File: src/design/ncp_pkg.sv
package ncp_pkg;

  localparam int unsigned DEPTH_W   = 31;
  localparam logic [DEPTH_W-1:0] DEPTH_MAX = '1;

  localparam int unsigned MUL_W     = 64;
  localparam int unsigned DIGIT_W   = 4;
  localparam int unsigned MUL_STEPS = MUL_W / DIGIT_W;
  localparam int unsigned MUL_CNT_W = $clog2(MUL_STEPS);

  localparam int unsigned NUM_W     = 80;
  localparam int unsigned DIV_STEPS = DEPTH_W;
  localparam int unsigned DIV_CNT_W = $clog2(DIV_STEPS);

  typedef struct packed {
    logic        [31:0] entity_id;
    logic signed [31:0] base_x;
    logic signed [31:0] base_y;
    logic signed [31:0] base_z;
    logic        [30:0] height;
    logic        [30:0] sel_radius;
    logic        [30:0] model_scale;
    logic               last_entity;
  } cand_t;

  typedef struct packed {
    logic               hit_found;
    logic        [31:0] best_id;
    logic        [30:0] best_depth;
  } pick_t;

  typedef enum logic [2:0] {
    REG_ORIGIN_X = 3'd0,
    REG_ORIGIN_Y = 3'd1,
    REG_ORIGIN_Z = 3'd2,
    REG_DIR_X    = 3'd3,
    REG_DIR_Y    = 3'd4,
    REG_DIR_Z    = 3'd5
  } reg_idx_t;

  typedef enum logic [15:0] {
    ST_IDLE = 16'h0001,
    ST_A1   = 16'h0002,
    ST_A2   = 16'h0004,
    ST_M1   = 16'h0008,
    ST_M2   = 16'h0010,
    ST_BM   = 16'h0020,
    ST_DIV1 = 16'h0040,
    ST_ZM   = 16'h0080,
    ST_ZCMP = 16'h0100,
    ST_ZDIV = 16'h0200,
    ST_DXM  = 16'h0400,
    ST_DYM  = 16'h0800,
    ST_SXM  = 16'h1000,
    ST_SYM  = 16'h2000,
    ST_RM   = 16'h4000,
    ST_FIN  = 16'h8000
  } state_t;

endpackage

File: src/design/ncp_div.sv
module ncp_div (
  input  logic                          clk,
  input  logic                          rst,
  input  logic                          start,
  input  logic [ncp_pkg::NUM_W-1:0]     num,
  input  logic [ncp_pkg::MUL_W-1:0]     den,
  output logic                          done,
  output logic [ncp_pkg::DEPTH_W-1:0]   quo
);

  localparam int unsigned QW = ncp_pkg::DEPTH_W;
  localparam int unsigned DW = ncp_pkg::MUL_W;

  logic                           busy;
  logic [ncp_pkg::DIV_CNT_W-1:0]  cnt;
  logic                           sat;
  logic [DW-1:0]                  rem;
  logic [QW-1:0]                  nbits;
  logic [QW-1:0]                  q;
  logic [DW:0]                    trial;
  logic [DW:0]                    sub;
  logic                           ge;

  always_comb begin
    trial = {rem, nbits[QW-1]};
    sub   = trial - {1'b0, den};
    ge    = trial >= {1'b0, den};
  end

  assign quo = sat ? ncp_pkg::DEPTH_MAX : q;

  always_ff @(posedge clk) begin
    if (rst) begin
      busy <= 1'b0;
      done <= 1'b0;
      cnt  <= '0;
    end else begin
      done <= 1'b0;
      if (start) begin
        busy <= 1'b1;
        cnt  <= '0;
      end else if (busy) begin
        cnt <= cnt + 1'b1;
        if (cnt == ncp_pkg::DIV_CNT_W'(ncp_pkg::DIV_STEPS - 1)) begin
          busy <= 1'b0;
          done <= 1'b1;
        end
      end
    end
  end

  // restoring division, one quotient bit per cycle; high quotient bits only flag saturation
  always_ff @(posedge clk) begin
    if (start) begin
      sat   <= {{(DW + QW - ncp_pkg::NUM_W){1'b0}}, num} >= {den, {QW{1'b0}}};
      rem   <= DW'(num[ncp_pkg::NUM_W-1:QW]);
      nbits <= num[QW-1:0];
      q     <= '0;
    end else if (busy) begin
      rem   <= ge ? sub[DW-1:0] : trial[DW-1:0];
      q     <= {q[QW-2:0], ge};
      nbits <= {nbits[QW-2:0], 1'b0};
    end
  end

endmodule

File: config.mk
export PLATFORM = sky130hd
export DESIGN_NAME = ncp_div
export DESIGN_NICKNAME = d
export VERILOG_FILES = /design/src/design/ncp_pkg.sv /design/src/design/ncp_div.sv
export SDC_FILE = /design/constraint.sdc
export NUM_CORES = 1
export LEC_CHECK = 0
export ABC_CLOCK_PERIOD_IN_PS = 4300
export BUFFER_PORTS_ARGS = -buffer_cell sky130_fd_sc_hd__buf_4
export CORE_UTILIZATION = 51
export CTS_CLUSTER_DIAMETER = 60
export DETAILED_ROUTE_END_ITERATION = 8
export PLACE_DENSITY = 0.79
export SYNTH_ARGS = -nofsm -noshare
export SYNTH_HDL_FRONTEND = slang
export SYNTH_SLANG_ARGS = --single-unit
File: constraint.sdc
create_clock -name clk -period 4.3 [get_ports clk]
set_input_delay 1.075 -clock clk [delete_from_list [all_inputs] [get_ports clk]]
set_output_delay 1.075 -clock clk [all_outputs]
set_load 0.02 [all_outputs]
==> summary.md <==
| Metric | Value |
|---|---|
| Cell Area, Synth | `0.0113 mm²` |
| First-pass GRT wire length | `49500 µm` |
| Routed length per instance | `17.1 µm` |
| # IOs | `179` |
| Synth async-reset ratio | `0%` |
| Crit Path Class | `input port to flip-flop` |
| Worst-Skew Late Latency | `0.44 ns` |
| I/O Buffers | `about 180` |
| Num rows | `54` |
| CP Launch Type | `input port` |
| Final Cycle Share | `around 90%` |
| CTS tree | `done` |
| Total of max-cap violations | `0` |
| Initial Utilization | `52.0%` |
| Area of the multi-input gates | `0.00722 mm²` |
| M1 WL | `roughly 13000 µm` |
| CTS root buf | `clkbuf_16` |
| Nets | `1744` |
| VDD IR max | `0.259 mV` |
| DRT antenna net count | `0` |
| Vias per inst | `5.88` |
| Setup crit start | `den[0]` |
| Vias in the first global route | `10.2k` |
| Largest net degree at the start of global routing | `68` |
| Worst slew pin tran | `between 0.7 and 0.8 ns` |
| Via total after detailed routing | `10.4k` |
| ANT cells | `0` |
| Reg area | `~0.0035 mm²` |
| Post-Place Worst Slack | `0.0802 ns` |
| Post-synthesis sequential area ratio | `between 30% and 40%` |
| GP Congestion | `approximately 0.97` |
| Worst EP required | `4.67 ns` |
| Clk buf depth | `2` |
| Die Area | `0.0228 mm²` |
| Synthesis Warnings | `0` |
| Remaining global-route overflow | `0` |
| Hold Crit Class | `flip-flop to flip-flop` |
| Setup crit end kind | `flip-flop` |
| Leakage power | `6.11 nW` |
| Number of fill cells | `roughly 1.8k` |
| Sum Neg Setup Slack | `0 ns` |
| Height of the die | `151 µm` |
| Number of synthesized flops with an enable pin | `81` |
| Crit path max fanout | `4` |
| Initial antenna violation count | `0` |
| DRT Pass-1 Iters | `6` |
| Clock skew | `approximately 0.015 ns` |
| Core Box Area | `0.0218 mm²` |
| Met2 routed WL | `~14000 µm` |
| Crit path to | `rem[62]` |
| Area Overhead vs Synth | `21.1%` |
| Worst r2r src | `nbits[30]` |
| Met3 WL post-DR | `~2200 µm` |
| Worst EP arrival | `4.19 ns` |
| Layout cells sized above 1 | `approximately 25%` |
| FF-to-FF setup slack | `0.86 ns` |
| DRT Wirelength | `around 30000 µm` |
| Yosys reg bits | `134` |
| FMAX | `roughly 260 MHz` |
| CTS H-tree lvls | `4` |
| Outcome | `finished, final reports clean` |
| Post-synth top flop | `edfxtp_1` |
| Syn avg cell area | `8.66 µm²` |
| Clk pin slew, worst setup/hold paths | `0.07 ns` |
| Final setup vio count | `0` |
| Slew margin rel. | `49.7%` |
| PwrDens | `351 mW/mm²` |
| Die X-Extent | `151 µm` |
| Mapped Cells | `1310` |
| Count of cell types in the netlist | `73` |
| Unrepaired setup endpoints after global routing | `false` |
| Total track usage | `27.5%` |
| Final Slew Violations | `0` |
| Critical R2R Capture | `rem[62]` |
| Mapped Nets | `around 1.6k` |
| Cts bufs inserted | `17` |
| CTS sink cnt | `134` |
| Top sig layer | `met4` |
| Post-cts gate resize count | `0` |
| Post-route setup slack | `0.479 ns` |
| Tmin final | `3.82 ns` |
| Worst r2r path cells | `14` |
| DRC violations left | `0` |
| Final HPWL DP | `23200 µm` |
| Hold Fails Final Rpt | `0` |
| Post-CTS Setup Bufs | `0` |
| # hold bufs at CTS | `0` |
| DRT iter0 DRCs | `750` |
## sequential cells by signal (all words and copies together) (netlist names)
| name | count |
|---|---|
| q | 31 |
| cnt | 5 |
| nbits | 31 |
| done | 1 |
| sat | 1 |
| rem | 64 |
| busy | 1 |
## where the power goes
part	total (W)	switching (W)	internal (W)
logic	0.00169	0.000924	0.000768
clock network	0.00157	0.000693	0.000873
registers	0.00156	0.0000618	0.00150
total	0.00482	0.00168	0.00314
## metrics by stage
step,hold WS (ns),instances,util (%),total power [W],cell area (µm²)
6_report,0.495,1774,62.9,0.00482,13700
5_1_grt,0.527,1774,62.9,0.00507,13700
4_1_cts,0.498,1774,62.9,0.00481,13700
3_5_place_dp,0.486,1742,60.1,0.00324,13100
3_3_place_gp,0.469,1742,60.1,0.00321,13100
2_1_floorplan,0.452,1310,-,0.00273,11300
## cell families (layout without fill, tap and decap cells)
group / count (synthesis) / in the layout / share of synthesized area [%]
flops: 134 / 134 / 30.8
mux: 102 / 102 / 9.80
buf+inv: 156 / 340 / 5.69
xor+xnor: 61 / 61 / 4.71
fa+ha+maj: 116 / 116 / 12.9
simple gates: 381 / 381 / 15.9
compound gates: 360 / 360 / 20.3
## layout by cell type (no fill, tap or decap), types with 18 or more instances in the layout
cell type	Yosys	layout
buf_4	7	217
a21oi_1	147	147
nor2_1	143	143
ha_1	115	115
inv_1	85	85
nand2_1	85	84
edfxtp_1	81	81
mux2_2	68	68
dfxtp_1	53	52
o21ai_0	45	45
xnor2_1	37	37
mux2i_1	33	33
or2_2	32	32
nand4_1	31	31
a21o_1	29	29
xor2_1	24	24
o21a_1	22	22
o21bai_1	20	20
nor3_1	18	18
clkbuf_16	0	18
## worst max-delay path, stage by stage
cell	delay, ns
buf_4	0.12
ha_1	0.21
fa_1	0.41
nor2b_1	0.17
o31a_1	0.19
o31a_1	0.23
o211ai_2	0.13
a21oi_2	0.26
a31o_4	0.24
a31oi_4	0.12
a21bo_4	0.27
nor4_2	0.30
mux2_4	0.32
o21ai_1	0.12
## worst min-delay path by stage
stage | start | to | cells past startpoint
after floorplan | q[30] | q[30] | 2
after global placement | q[30] | q[30] | 2
after detailed placement | q[30] | q[30] | 2
after CTS | cnt[4] | done | 2
after global routing | rem[49] | rem[49] | 2
final | cnt[4] | done | 2
## Yosys cell counts, types with 11 or more instances
cell	instances	area (µm²)
o21bai_1	20	150
a31oi_1	14	87.6
or2_2	32	200
a21o_1	29	218
nand3_1	14	70.1
mux2_2	68	766
inv_1	85	319
dfxtp_1	53	1060
nor4_1	13	81.3
nor3_1	18	90.1
clkbuf_1	51	191
nand2_1	85	319
a21oi_1	147	736
nand4_1	31	194
edfxtp_1	81	2430
xnor2_1	37	324
nor2_1	143	537
mux2i_1	33	330
nor2b_1	11	68.8
xor2_1	24	210
ha_1	115	1440
a211oi_1	11	82.6
o21ai_0	45	225
o21a_1	22	165
## routing by layer
layer  GRT usage, %  up-vias
li1               -     5076
met3           5.09       56
met4           9.10        0
met2           45.0      396
met5              0        -
met1           36.3     4910
## layout make-up
class | count | share of cell area, %
Timing Repair Buffer | 222 | 12.6
Inverter | 86 | 2.35
Tap cell | 280 | 2.55
Clock buffer | 18 | 3.28
Sequential cell | 134 | 25.4
Clock inverter | 14 | 1.21
Multi-Input combinational cell | 1020 | 52.6
Note: power is estimated with default switching activity, not from simulation.
