[config.mk]
export PLATFORM = sky130hd
export DESIGN_NAME = ncp_mul
export DESIGN_NICKNAME = d
export VERILOG_FILES = /design/src/design/ncp_pkg.sv /design/src/design/ncp_mul.sv
export SDC_FILE = /design/constraint.sdc
export NUM_CORES = 1
export LEC_CHECK = 0
export CAP_MARGIN = 15
export CORE_MARGIN = 4
export CORE_UTILIZATION = 70
export CTS_CLUSTER_SIZE = 8
export DETAILED_ROUTE_END_ITERATION = 8
export DONT_BUFFER_PORTS = 1
export PLACE_DENSITY = 0.86
export SYNTH_ARGS = -nofsm -noshare
export SYNTH_HDL_FRONTEND = slang
export SYNTH_SLANG_ARGS = --single-unit
export TNS_END_PERCENT = 50
[constraint.sdc]
create_clock -name clk -period 7.6 [get_ports clk]
set_input_delay 0.76 -clock clk [delete_from_list [all_inputs] [get_ports clk]]
set_output_delay 0.76 -clock clk [all_outputs]
set_load 0.02 [all_outputs]
[src/design/ncp_pkg.sv]
package ncp_pkg;

  localparam int unsigned DEPTH_W   = 31;
  localparam logic [DEPTH_W-1:0] DEPTH_MAX = '1;

  localparam int unsigned MUL_W     = 64;
  localparam int unsigned DIGIT_W   = 4;
  localparam int unsigned MUL_STEPS = MUL_W / DIGIT_W;
  localparam int unsigned MUL_CNT_W = $clog2(MUL_STEPS);

  localparam int unsigned NUM_W     = 80;
  localparam int unsigned DIV_STEPS = DEPTH_W;
  localparam int unsigned DIV_CNT_W = $clog2(DIV_STEPS);

  typedef struct packed {
    logic        [31:0] entity_id;
    logic signed [31:0] base_x;
    logic signed [31:0] base_y;
    logic signed [31:0] base_z;
    logic        [30:0] height;
    logic        [30:0] sel_radius;
    logic        [30:0] model_scale;
    logic               last_entity;
  } cand_t;

  typedef struct packed {
    logic               hit_found;
    logic        [31:0] best_id;
    logic        [30:0] best_depth;
  } pick_t;

  typedef enum logic [2:0] {
    REG_ORIGIN_X = 3'd0,
    REG_ORIGIN_Y = 3'd1,
    REG_ORIGIN_Z = 3'd2,
    REG_DIR_X    = 3'd3,
    REG_DIR_Y    = 3'd4,
    REG_DIR_Z    = 3'd5
  } reg_idx_t;

  typedef enum logic [15:0] {
    ST_IDLE = 16'h0001,
    ST_A1   = 16'h0002,
    ST_A2   = 16'h0004,
    ST_M1   = 16'h0008,
    ST_M2   = 16'h0010,
    ST_BM   = 16'h0020,
    ST_DIV1 = 16'h0040,
    ST_ZM   = 16'h0080,
    ST_ZCMP = 16'h0100,
    ST_ZDIV = 16'h0200,
    ST_DXM  = 16'h0400,
    ST_DYM  = 16'h0800,
    ST_SXM  = 16'h1000,
    ST_SYM  = 16'h2000,
    ST_RM   = 16'h4000,
    ST_FIN  = 16'h8000
  } state_t;

endpackage

[src/design/ncp_mul.sv]
module ncp_mul (
  input  logic                          clk,
  input  logic                          rst,
  input  logic                          start,
  input  logic [ncp_pkg::MUL_W-1:0]     op_a,
  input  logic [ncp_pkg::MUL_W-1:0]     op_b,
  output logic                          done,
  output logic [2*ncp_pkg::MUL_W-1:0]   prod
);

  localparam int unsigned PW = ncp_pkg::MUL_W + ncp_pkg::DIGIT_W;

  logic                           busy;
  logic [ncp_pkg::MUL_CNT_W-1:0]  cnt;
  logic [ncp_pkg::MUL_W-1:0]      mcand;
  logic [PW-1:0]                  pp;

  // radix-16 shift-add: one multiplier digit per cycle, low digits fall out of prod
  always_comb begin
    pp = PW'(prod[2*ncp_pkg::MUL_W-1:ncp_pkg::MUL_W])
       + PW'(PW'(mcand) * PW'(prod[ncp_pkg::DIGIT_W-1:0]));
  end

  always_ff @(posedge clk) begin
    if (rst) begin
      busy <= 1'b0;
      done <= 1'b0;
      cnt  <= '0;
    end else begin
      done <= 1'b0;
      if (start) begin
        busy <= 1'b1;
        cnt  <= '0;
      end else if (busy) begin
        cnt <= cnt + 1'b1;
        if (cnt == ncp_pkg::MUL_CNT_W'(ncp_pkg::MUL_STEPS - 1)) begin
          busy <= 1'b0;
          done <= 1'b1;
        end
      end
    end
  end

  always_ff @(posedge clk) begin
    if (start) begin
      mcand <= op_a;
      prod  <= {{ncp_pkg::MUL_W{1'b0}}, op_b};
    end else if (busy) begin
      prod <= {pp, prod[ncp_pkg::MUL_W-1:ncp_pkg::DIGIT_W]};
    end
  end

endmodule

==> results summary <==
The count of mapped cells out of synthesis came out at 1745. The number of cells upsized or downsized after cts came out at 0. The type of destination of the critical path is a flip-flop.

The number of placed cells counting well taps came out at 1994. The share of the core filled with cells is 0.7449. The routed via count came out at 12.24k. The final standard cell area without fillers came out at 18170 um2. The signed area change from the synthesized netlist to the final layout is 4.542%. The measured slew at the worst slew-check pin came out at 1.245 ns. The post-detailed-route via-to-cell ratio is 6.025. The share of the yosys chip area belonging to registers is 0.3018. When the netlist entered floorplanning its net count stood at 2140. For the worst-skew pair, the clock arrives at the later sink with an insertion delay of 0.45 ns. In this run the critical register-to-register path is launched from prod[3]. The total number of yosys warnings is 0. The area inside the core boundary came out at 24390 um2. Of the total power, the share spent switching nets is 0.5001.

After the flow finishes, the layout carries non-filler instances totaling 2032. The synthesized design contains 198 register bits. The layout cell share with drive strength beyond 1 is 0.07516. The initial antenna violation count is 5. The start point of the critical path is prod[3].

The global-route wire length before repair came out at 65910 um. Data arrives at the worst endpoint at 6.59 ns. The final-layout fill cell count came out at 1684.

The last weighted congestion value of the routability-driven placer is 0.9545. The total wirelength of the detailed-routed design came out at 41280 um. The top fanout value on the critical path came out at 24.

The cell area that synthesis handed to floorplanning was 17380 um2. The critical path required time came out at 7.92 ns. The design internal power came out at 3.536 mW. The iteration-0 DRC count of the detailed router came out at 1177.

The setup violation total in the final timing report came out at 0. The run finished with clean final reports. The number of rows created at floorplan came out at 57.

The initial core utilization is 0.7126. The share of total power dissipated in the clock network is 0.137. After clock tree synthesis, the clock-pin slew on the worst setup and hold paths is 0.09 ns.

The final setup TNS is 0 ns. The post-detailed-route count of antenna-violating nets is 0. The maximum clock insertion buffer count is 2. The CTS H-tree depth is 4. The startpoint identified for the worst hold timing path is rst. The count of pins over their slew limit came to 0. 260 I/O pins were placed. The critical path is of the flip-flop to flip-flop type.

The count of hold buffers inserted by post-cts repair is 0. The library cell used as clock root buffer is clkbuf_16. The detail-routed net length per standard cell came out at 20.32 um. The maximum number of pins on one net before global-route repair came out at 169. The maximum ir drop on the vdd rail came out at 239.3 uV.

The worst hold margin is 0.3589 ns. The aggregate global routing overflow is 0. The part of the total power dissipated in combinational logic is 0.625. For this run, the total global-route usage over all layers was measured as 0.3082.

The clock sink count came out at 198. The TritonCTS clock tree is done. The final clock skew came out at 0.01200 ns. The total of buffers placed on input and output ports came out at 0. Detailed placement ended at an HPWL of 31500 um.

After layout, the design draws a total of 7.074 mW. The distinct cell type count of the synthesized netlist is 69. A synthesized cell averages 9.960 um2.

At the placement stage, the worst setup path has a slack of 1.457 ns. The fraction of the cycle the final worst path needs is 0.8251. In this run the cell area measured after placement is 17510 um2. At the end of the flow, the number of nets in the layout was 2085.

The max-cap violation count came out at 0. Among all flip-flop cells after synthesis, the most frequent one is edfxtp_1. Summed over all cells, the static leakage comes to 8.098 nW.

The first TritonRoute pass finished after 6 iterations. Derived from the worst setup path, the maximum achievable clock frequency is 159.5 MHz. The number of global-route vias before repair is 12.83k.

In this run, synthesis inferred 128 flip-flops with an integrated enable. The overall die area came out at 27410 um2. In this run the power density over the cells is 389.3 nW/um2. For this run, design rule violations remaining after detail routing come to 0. The share of synthesized flip-flops with an asynchronous set or reset is 0.

The final-report hold violation count came to 0. The final critical delay including setup and external delays came out at 6.271 ns. The share of total power dissipated in sequential elements is 0.238.

The setup slack of the critical path after layout came out at 1.329 ns. The width of the die is 165.6 um. The clock buffer count from CTS came out at 17.

The min-delay analysis places its worst path in the category primary input to flip-flop. The total setup buffers inserted after CTS is 0. The startpoint kind of the worst setup timing path is a flip-flop.

In this run the tightest slew margin relative to its limit is 0.1699. Setup repair after global routing left no endpoint under its margin. The power spent charging and discharging nets is 3.538 mW.

Measured along the y axis, the die boundary spans 165.6 um.
cell families (layout without fill, tap and decap cells):
kind of cell    after synthesis  after routing  share of synthesized area
other cells                   0              5                          0
mux                          92             92                    0.05752
simple gates                474            474                     0.1505
fa+ha+maj                   264            264                     0.2708
compound gates              266            266                     0.1013
buf+inv                     387            345                    0.08581
flops                       198            198                     0.3018
xor+xnor                     64             64                    0.03225
sequential cells by signal, summed over array words and instances (netlist names):
signal  count
busy        1
done        1
mcand      64
prod      128
cnt         4
critical path: stages, from the launching register on:
cell       delay, ns
edfxtp_1        1.18
and2_1          0.27
fa_1            0.43
fa_1            0.49
inv_1           0.05
fa_1            0.50
inv_1           0.04
ha_1            0.39
a2111oi_0       0.59
a2111oi_0       0.30
o31ai_1         0.42
o2111ai_1       0.27
a21oi_1         0.42
nand2b_1        0.20
a21oi_1         0.26
xor2_1          0.22
o22ai_1         0.09
synth_stat cells (29+ instances only):
cell type | count | share of area
o21ai_0 | 35 | 0.010
nor2_1 | 77 | 0.017
ha_1 | 77 | 0.055
and2_1 | 251 | 0.090
a21o_1 | 38 | 0.016
clkbuf_1 | 50 | 0.011
fa_1 | 187 | 0.22
xnor2_1 | 40 | 0.020
mux2i_1 | 29 | 0.017
inv_1 | 303 | 0.065
a21oi_1 | 78 | 0.022
nand2_1 | 58 | 0.013
mux2_2 | 63 | 0.041
edfxtp_1 | 128 | 0.22
dfxtp_1 | 70 | 0.081
layout make-up:
| cell class | instances | area [um2] | share of cell area |
|---|---|---|---|
| Antenna cell | 5 | 12.51 | 0.0006886 |
| Sequential cell | 198 | 5246 | 0.2887 |
| Inverter | 303 | 1139 | 0.06266 |
| Timing Repair Buffer | 10 | 107.6 | 0.005922 |
| Multi-Input combinational cell | 1160 | 10640 | 0.5858 |
| Tap cell | 324 | 405.4 | 0.02231 |
| Clock buffer | 17 | 425.4 | 0.02341 |
| Clock inverter | 15 | 190.2 | 0.01047 |
placed cells by master, fill, tap and decap left out, types with 6 or more instances in the layout:
cell type	n
o211ai_1	8
nor3_1	9
mux2i_1	29
nor2_1	77
fa_1	187
nand3_1	15
a21oi_1	78
o21a_1	6
a31oi_1	13
nand2b_1	8
xor2_1	24
dfxtp_1	69
xnor2_1	40
nand2_1	58
o21bai_1	8
nor2b_1	6
inv_1	302
mux2_2	63
a21o_1	38
nand4_1	28
edfxtp_1	128
buf_4	8
and2_1	251
o22ai_1	28
clkbuf_16	17
ha_1	77
and3_1	6
o21ai_0	35
power by group through the flow:
stage / clock (mW) / combinational, mW / sequential (mW)
2_1_floorplan: 0 / 3.46 / 1.61
3_3_place_gp: 0 / 4.21 / 1.71
3_5_place_dp: 0 / 4.31 / 1.72
4_1_cts: 0.981 / 4.36 / 1.69
5_1_grt: 1.02 / 4.95 / 1.70
6_report: 0.972 / 4.42 / 1.68
metal layers:
layer | GRT usage | wire length (um)
met1 | 0.3775 | 16130
met2 | 0.5273 | 20220
met3 | 0.06354 | 3220
met4 | 0.1402 | 1710
met5 | 0 | 0
path summary, 6_finish.rpt:
kind | end | slack [ns] | cells past startpoint
worst max-delay path | prod[119] | 1.33 | 16
worst max register to register | prod[119] | 1.33 | 16
worst min-delay path | busy | 0.36 | 1
worst min register to register | done | 0.48 | 2
No activity file was read; power rests on OpenSTA's default activity.
